## config.mk

```make
export PLATFORM = sky130hd
export DESIGN_NAME = substring_match_finder
export DESIGN_NICKNAME = d
export VERILOG_FILES = /design/src/rtl/core/smf_pkg.sv /design/src/rtl/core/smf_front.sv /design/src/rtl/core/smf_queue.sv /design/src/rtl/core/smf_back.sv /design/src/rtl/core/substring_match_finder.sv
export SDC_FILE = /design/constraint.sdc
export NUM_CORES = 1
export LEC_CHECK = 0
export BUFFER_PORTS_ARGS = -buffer_cell sky130_fd_sc_hd__buf_4
export CAP_MARGIN = 20
export CORE_UTILIZATION = 47
export DETAILED_ROUTE_END_ITERATION = 8
export SETUP_SLACK_MARGIN = 0.5
export SLEW_MARGIN = 20
export SYNTH_ARGS = -nofsm -noshare
export SYNTH_HDL_FRONTEND = slang
export SYNTH_SLANG_ARGS = --single-unit
```

## constraint.sdc

```tcl
create_clock -name clk -period 9.7 [get_ports clk]
set_input_delay 0.485 -clock clk [delete_from_list [all_inputs] [get_ports clk]]
set_output_delay 0.485 -clock clk [all_outputs]
set_load 0.05 [all_outputs]
```

## src/rtl/core/smf_pkg.sv

```systemverilog
// ----------------------------------------------------------------------------
// Substring match finder package
// Sizes, configuration register indexes and the item passed between front
// and back.
// ----------------------------------------------------------------------------
package smf_pkg;

  localparam int MAX_PATTERN = 16;
  localparam int INDEX_BITS  = 16;
  localparam int QUEUE_DEPTH = 4;

  localparam int BYTE_W    = 8;
  localparam int CFG_LEN_W = 5;
  localparam int CFG_W     = 64;
  localparam int CFG_IDX_W = 2;
  localparam int MATCH_W   = 17;
  localparam int PAT_W     = MAX_PATTERN * BYTE_W;
  localparam int LEN_W     = $clog2(MAX_PATTERN + 1);
  localparam int PAT_IDX_W = (MAX_PATTERN > 1) ? $clog2(MAX_PATTERN) : 1;
  localparam int QPTR_W    = (QUEUE_DEPTH > 1) ? $clog2(QUEUE_DEPTH) : 1;
  localparam int QCNT_W    = $clog2(QUEUE_DEPTH + 1);

  localparam logic [INDEX_BITS-1:0] COUNT_MAX = {INDEX_BITS{1'b1}};
  localparam logic [MATCH_W-1:0]    NO_MATCH  = {MATCH_W{1'b1}};

  typedef enum logic [CFG_IDX_W-1:0] {
    REG_PATTERN_LENGTH = 2'd0,
    REG_PATTERN_LOW    = 2'd1,
    REG_PATTERN_HIGH   = 2'd2
  } cfg_reg_t;

  typedef struct packed {
    logic                  hit;
    logic                  last;
    logic [INDEX_BITS-1:0] pos;
  } item_t;

  function automatic logic [LEN_W-1:0] used_length(input logic [CFG_LEN_W-1:0] pl);
    priority if (pl == '0) begin
      return LEN_W'(1);
    end else if (pl > CFG_LEN_W'(MAX_PATTERN)) begin
      return LEN_W'(MAX_PATTERN);
    end else begin
      return LEN_W'(pl);
    end
  endfunction

endpackage

```

## src/rtl/core/smf_front.sv

```systemverilog
// ----------------------------------------------------------------------------
// Substring match finder front end
// Takes text bytes, shifts the byte window, compares it with the pattern and
// writes one classified item per byte into the queue.
// ----------------------------------------------------------------------------
module smf_front (
  input  logic                              clk,
  input  logic                              rst,
  input  logic                              push,
  input  logic                              full,
  input  logic [smf_pkg::BYTE_W-1:0]        text_byte,
  input  logic                              end_of_text,
  input  logic [smf_pkg::LEN_W-1:0]         used_len,
  input  logic [smf_pkg::PAT_W-1:0]         pattern_bits,
  output logic                              q_write,
  output smf_pkg::item_t                    q_item
);
  import smf_pkg::*;

  logic [BYTE_W-1:0]     window      [MAX_PATTERN];
  logic [BYTE_W-1:0]     window_next [MAX_PATTERN];
  logic [BYTE_W-1:0]     pat         [MAX_PATTERN];
  logic [LEN_W-1:0]      pat_sel     [MAX_PATTERN];
  logic [MAX_PATTERN-1:0] byte_ok;
  logic [INDEX_BITS-1:0] byte_count;
  logic                  enough;
  logic                  accept;

  assign accept = push && !full;

  always_comb begin
    window_next[0] = text_byte;
    for (int i = 1; i < MAX_PATTERN; i++) begin
      window_next[i] = window[i-1];
    end
    for (int k = 0; k < MAX_PATTERN; k++) begin
      pat[k] = pattern_bits[k*BYTE_W +: BYTE_W];
    end
    // The newest byte sits at window entry 0 and meets the last pattern byte.
    for (int i = 0; i < MAX_PATTERN; i++) begin
      pat_sel[i] = used_len - LEN_W'(1) - LEN_W'(i);
      byte_ok[i] = (LEN_W'(i) >= used_len) ||
                   (window_next[i] == pat[pat_sel[i][PAT_IDX_W-1:0]]);
    end
  end

  assign enough = ({1'b0, byte_count} + (INDEX_BITS+1)'(1)) >=
                  (INDEX_BITS+1)'(used_len);

  assign q_write     = accept;
  assign q_item.hit  = enough && (&byte_ok);
  assign q_item.last = end_of_text;
  assign q_item.pos  = byte_count;

  always_ff @(posedge clk) begin
    if (rst) begin
      byte_count <= '0;
      for (int i = 0; i < MAX_PATTERN; i++) begin
        window[i] <= '0;
      end
    end else if (accept) begin
      if (end_of_text) begin
        byte_count <= '0;
        for (int i = 0; i < MAX_PATTERN; i++) begin
          window[i] <= '0;
        end
      end else begin
        if (byte_count != COUNT_MAX) begin
          byte_count <= byte_count + INDEX_BITS'(1);
        end
        for (int i = 0; i < MAX_PATTERN; i++) begin
          window[i] <= window_next[i];
        end
      end
    end
  end

endmodule

```

## src/rtl/core/smf_queue.sv

```systemverilog
// ----------------------------------------------------------------------------
// Substring match finder item queue
// Short first-in first-out buffer between the front end and the back end.
// ----------------------------------------------------------------------------
module smf_queue (
  input  logic           clk,
  input  logic           rst,
  input  logic           wr_en,
  input  smf_pkg::item_t wr_item,
  output logic           full,
  input  logic           rd_en,
  output smf_pkg::item_t rd_item,
  output logic           empty
);
  import smf_pkg::*;

  item_t             mem [QUEUE_DEPTH];
  logic [QPTR_W-1:0] wr_ptr;
  logic [QPTR_W-1:0] rd_ptr;
  logic [QCNT_W-1:0] count;
  logic              do_wr;
  logic              do_rd;

  assign full    = (count == QCNT_W'(QUEUE_DEPTH));
  assign empty   = (count == '0);
  assign do_wr   = wr_en && !full;
  assign do_rd   = rd_en && !empty;
  assign rd_item = mem[rd_ptr];

  always_ff @(posedge clk) begin
    if (do_wr) begin
      mem[wr_ptr] <= wr_item;
    end
  end

  always_ff @(posedge clk) begin
    if (rst) begin
      wr_ptr <= '0;
      rd_ptr <= '0;
      count  <= '0;
    end else begin
      if (do_wr) begin
        wr_ptr <= (wr_ptr == QPTR_W'(QUEUE_DEPTH - 1)) ? '0 : wr_ptr + QPTR_W'(1);
      end
      if (do_rd) begin
        rd_ptr <= (rd_ptr == QPTR_W'(QUEUE_DEPTH - 1)) ? '0 : rd_ptr + QPTR_W'(1);
      end
      if (do_wr && !do_rd) begin
        count <= count + QCNT_W'(1);
      end else if (do_rd && !do_wr) begin
        count <= count - QCNT_W'(1);
      end
    end
  end

endmodule

```

## src/rtl/core/smf_back.sv

```systemverilog
// ----------------------------------------------------------------------------
// Substring match finder back end
// Turns queued items into results, tracks whether the text had any match and
// holds the result register seen on the output ports.
// ----------------------------------------------------------------------------
module smf_back (
  input  logic                              clk,
  input  logic                              rst,
  input  logic                              q_empty,
  input  smf_pkg::item_t                    q_item,
  output logic                              q_read,
  input  logic [smf_pkg::LEN_W-1:0]         used_len,
  input  logic                              pop,
  output logic                              empty,
  output logic signed [smf_pkg::MATCH_W-1:0] match_start,
  output logic                              done_res
);
  import smf_pkg::*;

  logic                  out_valid;
  logic                  found_any;
  logic                  take;
  logic                  produce;
  logic [INDEX_BITS:0]   start_full;
  logic [MATCH_W-1:0]    result_value;

  assign take    = !q_empty && (!out_valid || pop);
  assign q_read  = take;
  assign produce = q_item.hit || (q_item.last && !found_any);
  assign empty   = !out_valid;

  assign start_full   = {1'b0, q_item.pos} + (INDEX_BITS+1)'(1) -
                        (INDEX_BITS+1)'(used_len);
  assign result_value = q_item.hit ? MATCH_W'(start_full) : NO_MATCH;

  always_ff @(posedge clk) begin
    if (rst) begin
      out_valid <= 1'b0;
      found_any <= 1'b0;
    end else if (take) begin
      found_any <= q_item.last ? 1'b0 : (found_any || q_item.hit);
      if (produce) begin
        out_valid   <= 1'b1;
        match_start <= $signed(result_value);
        done_res    <= q_item.last;
      end else if (pop) begin
        out_valid <= 1'b0;
      end
    end else if (pop) begin
      out_valid <= 1'b0;
    end
  end

endmodule

```

## src/rtl/core/substring_match_finder.sv

```systemverilog
// ----------------------------------------------------------------------------
// Substring match finder
// Streaming search of a text for a configured pattern of 1 to 16 bytes.
// ----------------------------------------------------------------------------
// The block takes one text byte per clock cycle while full is low and
// reports the start index of every occurrence of the pattern, overlapping
// ones included, in text order. The byte marked end_of_text closes the text;
// if the text held no match, it gives a result of -1 with done_res set. The
// front end compares the full window in the accept cycle and writes its item
// into a four-entry queue, which feeds the back end's result register on the
// output ports. The queue lets input keep flowing while results wait to be
// popped.
// Configuration is taken on any cycle and must only change while the block is
// idle.
module substring_match_finder (
  input  logic                                clk,
  input  logic                                rst,
  input  logic                                push,
  output logic                                full,
  input  logic [smf_pkg::BYTE_W-1:0]          text_byte,
  input  logic                                end_of_text,
  output logic                                empty,
  input  logic                                pop,
  output logic signed [smf_pkg::MATCH_W-1:0]  match_start,
  output logic                                done_res,
  input  logic                                cfg_valid,
  output logic                                cfg_ready,
  input  logic [smf_pkg::CFG_IDX_W-1:0]       cfg_index,
  input  logic [smf_pkg::CFG_W-1:0]           cfg_data
);
  import smf_pkg::*;

  logic [CFG_LEN_W-1:0] pattern_length;
  logic [CFG_W-1:0]     pattern_low_bytes;
  logic [CFG_W-1:0]     pattern_high_bytes;
  logic [LEN_W-1:0]     used_len;
  logic [PAT_W-1:0]     pattern_bits;
  logic                 q_write;
  logic                 q_read;
  logic                 q_empty;
  item_t                wr_item;
  item_t                rd_item;

  assign cfg_ready    = 1'b1;
  assign used_len     = used_length(pattern_length);
  assign pattern_bits = PAT_W'({pattern_high_bytes, pattern_low_bytes});

  always_ff @(posedge clk) begin
    if (rst) begin
      pattern_length     <= CFG_LEN_W'(1);
      pattern_low_bytes  <= '0;
      pattern_high_bytes <= '0;
    end else if (cfg_valid && cfg_ready) begin
      unique case (cfg_index)
        REG_PATTERN_LENGTH: pattern_length     <= cfg_data[CFG_LEN_W-1:0];
        REG_PATTERN_LOW:    pattern_low_bytes  <= cfg_data;
        REG_PATTERN_HIGH:   pattern_high_bytes <= cfg_data;
        default: begin
        end
      endcase
    end
  end

  smf_front u_front (
    .clk          (clk),
    .rst          (rst),
    .push         (push),
    .full         (full),
    .text_byte    (text_byte),
    .end_of_text  (end_of_text),
    .used_len     (used_len),
    .pattern_bits (pattern_bits),
    .q_write      (q_write),
    .q_item       (wr_item)
  );

  smf_queue u_queue (
    .clk     (clk),
    .rst     (rst),
    .wr_en   (q_write),
    .wr_item (wr_item),
    .full    (full),
    .rd_en   (q_read),
    .rd_item (rd_item),
    .empty   (q_empty)
  );

  smf_back u_back (
    .clk         (clk),
    .rst         (rst),
    .q_empty     (q_empty),
    .q_item      (rd_item),
    .q_read      (q_read),
    .used_len    (used_len),
    .pop         (pop),
    .empty       (empty),
    .match_start (match_start),
    .done_res    (done_res)
  );

endmodule

```

# After elaboration in Yosys (flattened, before gate mapping)
# Memory sizes are Yosys's and may differ from the RTL's. A register that Yosys moved wholly into a read port is not among the register bits.
# Index checks and enable logic that the tools add are counted.
# W data, S select, Z words.
# word_totals
reg_bits	176
ram_bits	200
input_bits	80
output_inout_bits	21
word_cells	292
mem_count	2
# classes
n_addsub	24
magnitude_cmp	34
n_eq_ne	22
n_mux	106
n_bitwise	49
n_reduce_logical	44
# mem_list
memory	depth	word_bits	read_ports	rd_ports_with_merged_regs	wr	line_no	text
u_front.window	16	8	15	0	16	smf_front.sv:20	logic [BYTE_W-1:0] window [MAX_PATTERN];
u_queue.mem	4	18	1	1	1	smf_queue.sv:17	item_t mem [QUEUE_DEPTH];
# op_table
op	count
$bmux W8 S4	16
$mux W8	64
$eq A8 B8 Y1	16
$ge A5 B5 Y1 const B	16
$not A4 Y5	16
$ge A4 B5 Y1 const A	8
$add A16 B1 Y17 const B	2
$mux W16	2
$or A1 B1 Y1	32
$sub A4 B4 Y4 const B	8
$ge A3 B5 Y1 const A	4
$logic_or A1 B1 Y1	19
$ge A17 B5 Y1	1
$sub A17 B5 Y17	1
$add A16 B1 Y16 const B	1
$mux W1	16
$ne A16 B16 Y1 const B	1
$reduce_and A16 Y1	1
$sub A4 B3 Y4 const B	4
$ge A1 B5 Y1 const A	2
$ge A2 B5 Y1 const A	2
$mux W5	2
$logic_and A1 B1 Y1	8
$mux W2	4
other kinds (18)	33

# Longest topological paths before layout
# depth
depth_word	13
depth_mapped	24
mapped_depth_nobuf	19

# Hierarchy
# From an unflattened synthesis, not the netlist that was laid out.
# unflattened
hier_cells	2157
hier_area_um2	24604.8
# by_module_without_submodules
mod	n_inst	cells_each	area_each_um2	seq_area_each_um2
smf_front	1	1324	14373.8	3843.7
substring_match_finder	1	516	5534.1	2662.6
smf_queue	1	144	3099.2	2342.2
smf_back	1	173	1597.8	580.6

# Least setup slack after synthesis
# OpenSTA, ideal clock, no wires.
# synth_path
path_kind	register to register
from	register pattern_length[2]
to	memory u_queue.mem[0][17] (netlist bit) (data pin)
setup_ps	206
arrival_time_ps	6014
setup_slack_ps	3480
path_stages_with_launch	23
n_path_buf	8
period_less_slack_ps	6220
cell_sequence	dfxtp_1 buf_6 or4_4 nand2_2 inv_2 buf_6 buf_2 buf_2 ha_1 clkbuf_1 inv_1 clkbuf_1 clkbuf_1 ha_1 xnor2_1 buf_2 mux4_2 xor2_1 nor4_1 a21oi_1 o21ai_0 a21oi_1 nor4_2
# synth_rtl
item	line_no	text
start, declared	substring_match_finder.sv:33	logic [CFG_LEN_W-1:0] pattern_length;
start signal, assigned	substring_match_finder.sv:55	REG_PATTERN_LENGTH: pattern_length <= cfg_data[CFG_LEN_W-1:0];
end, declared	smf_queue.sv:17	

==> results by group <==
Synthesis
  – Gate Count Post-Synth: 1919
  – Async set-reset flop share out of synthesis: 0%
  – Synth warn: 0
  – Top-area cell type share of the netlist area: 27.0%
  – Syn Std Cell Area: 22500 µm²
  – Post-synth top area cell: edfxtp_1
  – FF+latch count, synth: 370
  – Syn_area_per_cell: 11.7 µm²
  – Sequential cell area fraction in the yosys report: 41.9%
  – Post-Syn Nets: 2047
  – Synth unique cells: 65
  – Top_reg_cell synth: edfxtp_1
  – Synth area leaders: edfxtp_1 (27%), mux4_2 (23%), dfxtp_1 (15%)
  – EDFF count, synth: 202

Finish
  – Most common cell after layout, fill and taps aside: nand2_1
  – Nets: 2085
  – Layout cells sized above 1: 23.0%
  – N_diodes: 0
  – Layout Cells excl Fill: 2596
  – Final core utilization: 53.7%
  – Area delta synth->final: 11.8%
  – Most frequent cells in the layout: nand2_1 (303), mux4_2 (229), edfxtp_1 (202), a21oi_1 (175), dfxtp_1 (168)

Min path
  – Hold path startpoint: cfg_data[33]
  – Hold Crit Class: input pin to register

CTS
  – CTS buffer count: 42
  – Clk_lat worst skew: 0.57 ns
  – CTS Buffer Depth: 3
  – H-Tree Depth: 2
  – CTS Sinks: 370
  – Worst-path clk slew: 0.07 ns
  – Post-cts hold buffer count: 0
  – Clk root buf: clkbuf_16
  – Post CTS Setup Buffer Count: 0
  – Post-cts resize count: 0
  – CTS tree: built

Routing
  – Vias after detailed routing: 16289
  – First-pass DRT Iterations: 7
  – Final wirelength: 73500 µm
  – Number of DRC markers in iteration 0: 1858
  – Routed WL per cell: 28.3 µm
  – DRC: 2
  – Via/cell ratio: 6.27
  – Final ANT Viol Nets: 0

STA
  – Slew headroom: 26.6%
  – Final Skew: 0.0150 ns
  – Max-slew violations: 0
  – Fin. Hold Viols: 0
  – Fmax: 147 MHz
  – Final Setup Violations: 0
  – Setup TNS: 0 ns
  – Final period utilization: 70.3%
  – Measured slew at the worst slew-check pin: 1.10 ns
  – RSZ-0062 raised after global routing: no
  – Crit path time final: 6.81 ns

Job
  – Maxcap violations: 0

Die
  – FP Rows: 79
  – Starting Density: 48.0%
  – Die Width: 221 µm
  – Die area: 48800 µm²
  – I/O Pins: 101
  – Die H: 221 µm
  – Total core area: 46900 µm²

Global route
  – Met2 GRT Util: 47.6%
  – Initial antenna violation count: 0
  – Global-route wire length before repair: 106000 µm
  – Most Crowded Layer GR: met2
  – Largest net degree at the start of global routing: 113
  – Vias in the first global route: 15405
  – Total gr overflow: 0
  – Met1 Usage GRT: 41.0%
  – Met3 usage: 5.56%
  – Gr usage total: 30.1%

Worst setup path
  – WP data arrival: 7.16 ns
  – CP peak stage delay: 1.03 ns
  – Crit path from: pattern_length[3]
  – Worst setup EP type: register
  – Worst path slowest cell: ha_1
  – Req. time, crit path: 10.05 ns
  – Setup crit start kind: register
  – RR Startpoint: pattern_length[3]
  – Most common cell on crit path: ha_1
  – Crit path max fanout: 33
  – Critical path buffer and inverter count: 2
  – Critical path cell sequence: or4_4, nand2_4, inv_4, ha_1, inv_1, ha_1, a21oi_4, mux2_2, mux2i_1, xor2_1, nand3_1, nor4_1, o221ai_1, or4_1, nor4_2
  – CP delay by family, top: simple AND/OR/NAND/NOR gates
  – Setup CP Type: register to register

Power
  – Leak pwr: 8.91 nW
  – VDD IR max: 0.141 mV
  – Pwr Density: 196 nW/µm²

Placement
  – HPWL Detailed: 56600 µm
  – # port buffers: 99
  – Gpl congestion: 1.05
  – Cell total after placement: 2520

Outcome
  – Status: complete, but fails checks
  – Failing checks: design-rule violations
==> layout make-up <==
| type | count | area (µm²) |
|---|---|---|
| fill | 4079 | 21700 |
| timing repair buffer | 125 | 946 |
| clock inverter | 17 | 195 |
| inverter | 38 | 145 |
| tap | 607 | 759 |
| sequential | 370 | 9430 |
| multi-input combinational | 1380 | 12500 |
| clock buffer | 59 | 1230 |
==> sequential cells by signal, indices dropped and copies added, names as in the netlist, named ones only <==
register and cells:
u_front.window 120, u_front.byte_count 16, u_queue.wr_ptr 2, u_queue.count 3, u_back.found_any 1, u_back.match_start 17
pattern_low_bytes 64, pattern_high_bytes 64, u_back.done_res 1, pattern_length 5, u_queue.mem 72, u_back.out_valid 1
u_queue.rd_ptr 2
==> metrics by stage <==
step | instance area [µm²] | hold WS (ns) | total power, W | setup WS [ns]
6_report | 25200 | 0.161 | 0.00494 | 2.89
5_1_grt | 25200 | 0.150 | 0.00515 | 2.47
4_1_cts | 25100 | 0.136 | 0.00496 | 2.68
3_5_place_dp | 23700 | 0.488 | 0.00334 | 2.69
3_3_place_gp | 23700 | 0.471 | 0.00331 | 2.81
2_1_floorplan | 22500 | 0.452 | 0.00292 | 3.48
==> synthesized netlist by cell type (5+ instances only) <==
cell type	count
a211oi_1	6
a21o_1	7
a21oi_1	176
a31oi_1	8
and2_1	118
and3_1	6
buf_1	24
buf_2	13
clkbuf_1	89
dfxtp_1	168
edfxtp_1	202
ha_1	46
inv_1	32
inv_2	5
mux2_2	10
mux2i_1	86
mux4_2	229
nand2_1	304
nand2b_1	13
nand3_1	23
nand3b_1	16
nand4_1	18
nor2_1	44
nor2b_1	8
nor3_1	20
nor4_1	9
o21ai_0	26
or3_1	5
xnor2_1	101
xor2_1	52
==> cells by family (layout without fill, tap and decap cells) <==
logic type / after synthesis / after routing / synth area share [%]
adders and majority gates: 49 / 49 / 2.78
DFF: 370 / 370 / 41.9
AOI/OAI and AO/OA: 253 / 253 / 6.27
muxes: 325 / 325 / 27.2
other: 1 / 1 / 0.0167
xor gates and xnor gates: 154 / 154 / 6.03
buffers and inverters: 169 / 239 / 3.04
and+or+nand+nor: 598 / 598 / 12.7
==> final timing paths <==
path	to	slack (ns)	depth (start not counted)
max reg2reg	u_queue.mem[1][17]	2.89	15
max	u_queue.mem[1][17]	2.89	15
min	pattern_low_bytes[33]	0.16	3
min reg2reg	u_front.window[0][4]	0.49	2
==> routing by layer <==
metal,up-vias,part of all wire (%)
li1,7218,-
met1,8230,41
met2,707,46
met3,134,8.2
met4,0,4.5
met5,-,0
==> tightest hold or removal path: cells and delay by family <==
family,cells,cell delay (ns)
AO/OA/AOI/OAI,1,0.05
buffers and inverters,1,0.11
AND/OR/NAND/NOR,1,0.05
==> power breakdown <==
part	switching [W]	leakage (nW)	internal, W	total [W]
logic	0.000787	4.85	0.000556	0.00134
clock network	0.000652	0.695	0.000968	0.00162
registers	0.000139	3.37	0.00184	0.00198
(Power assumes the default switching activity.)
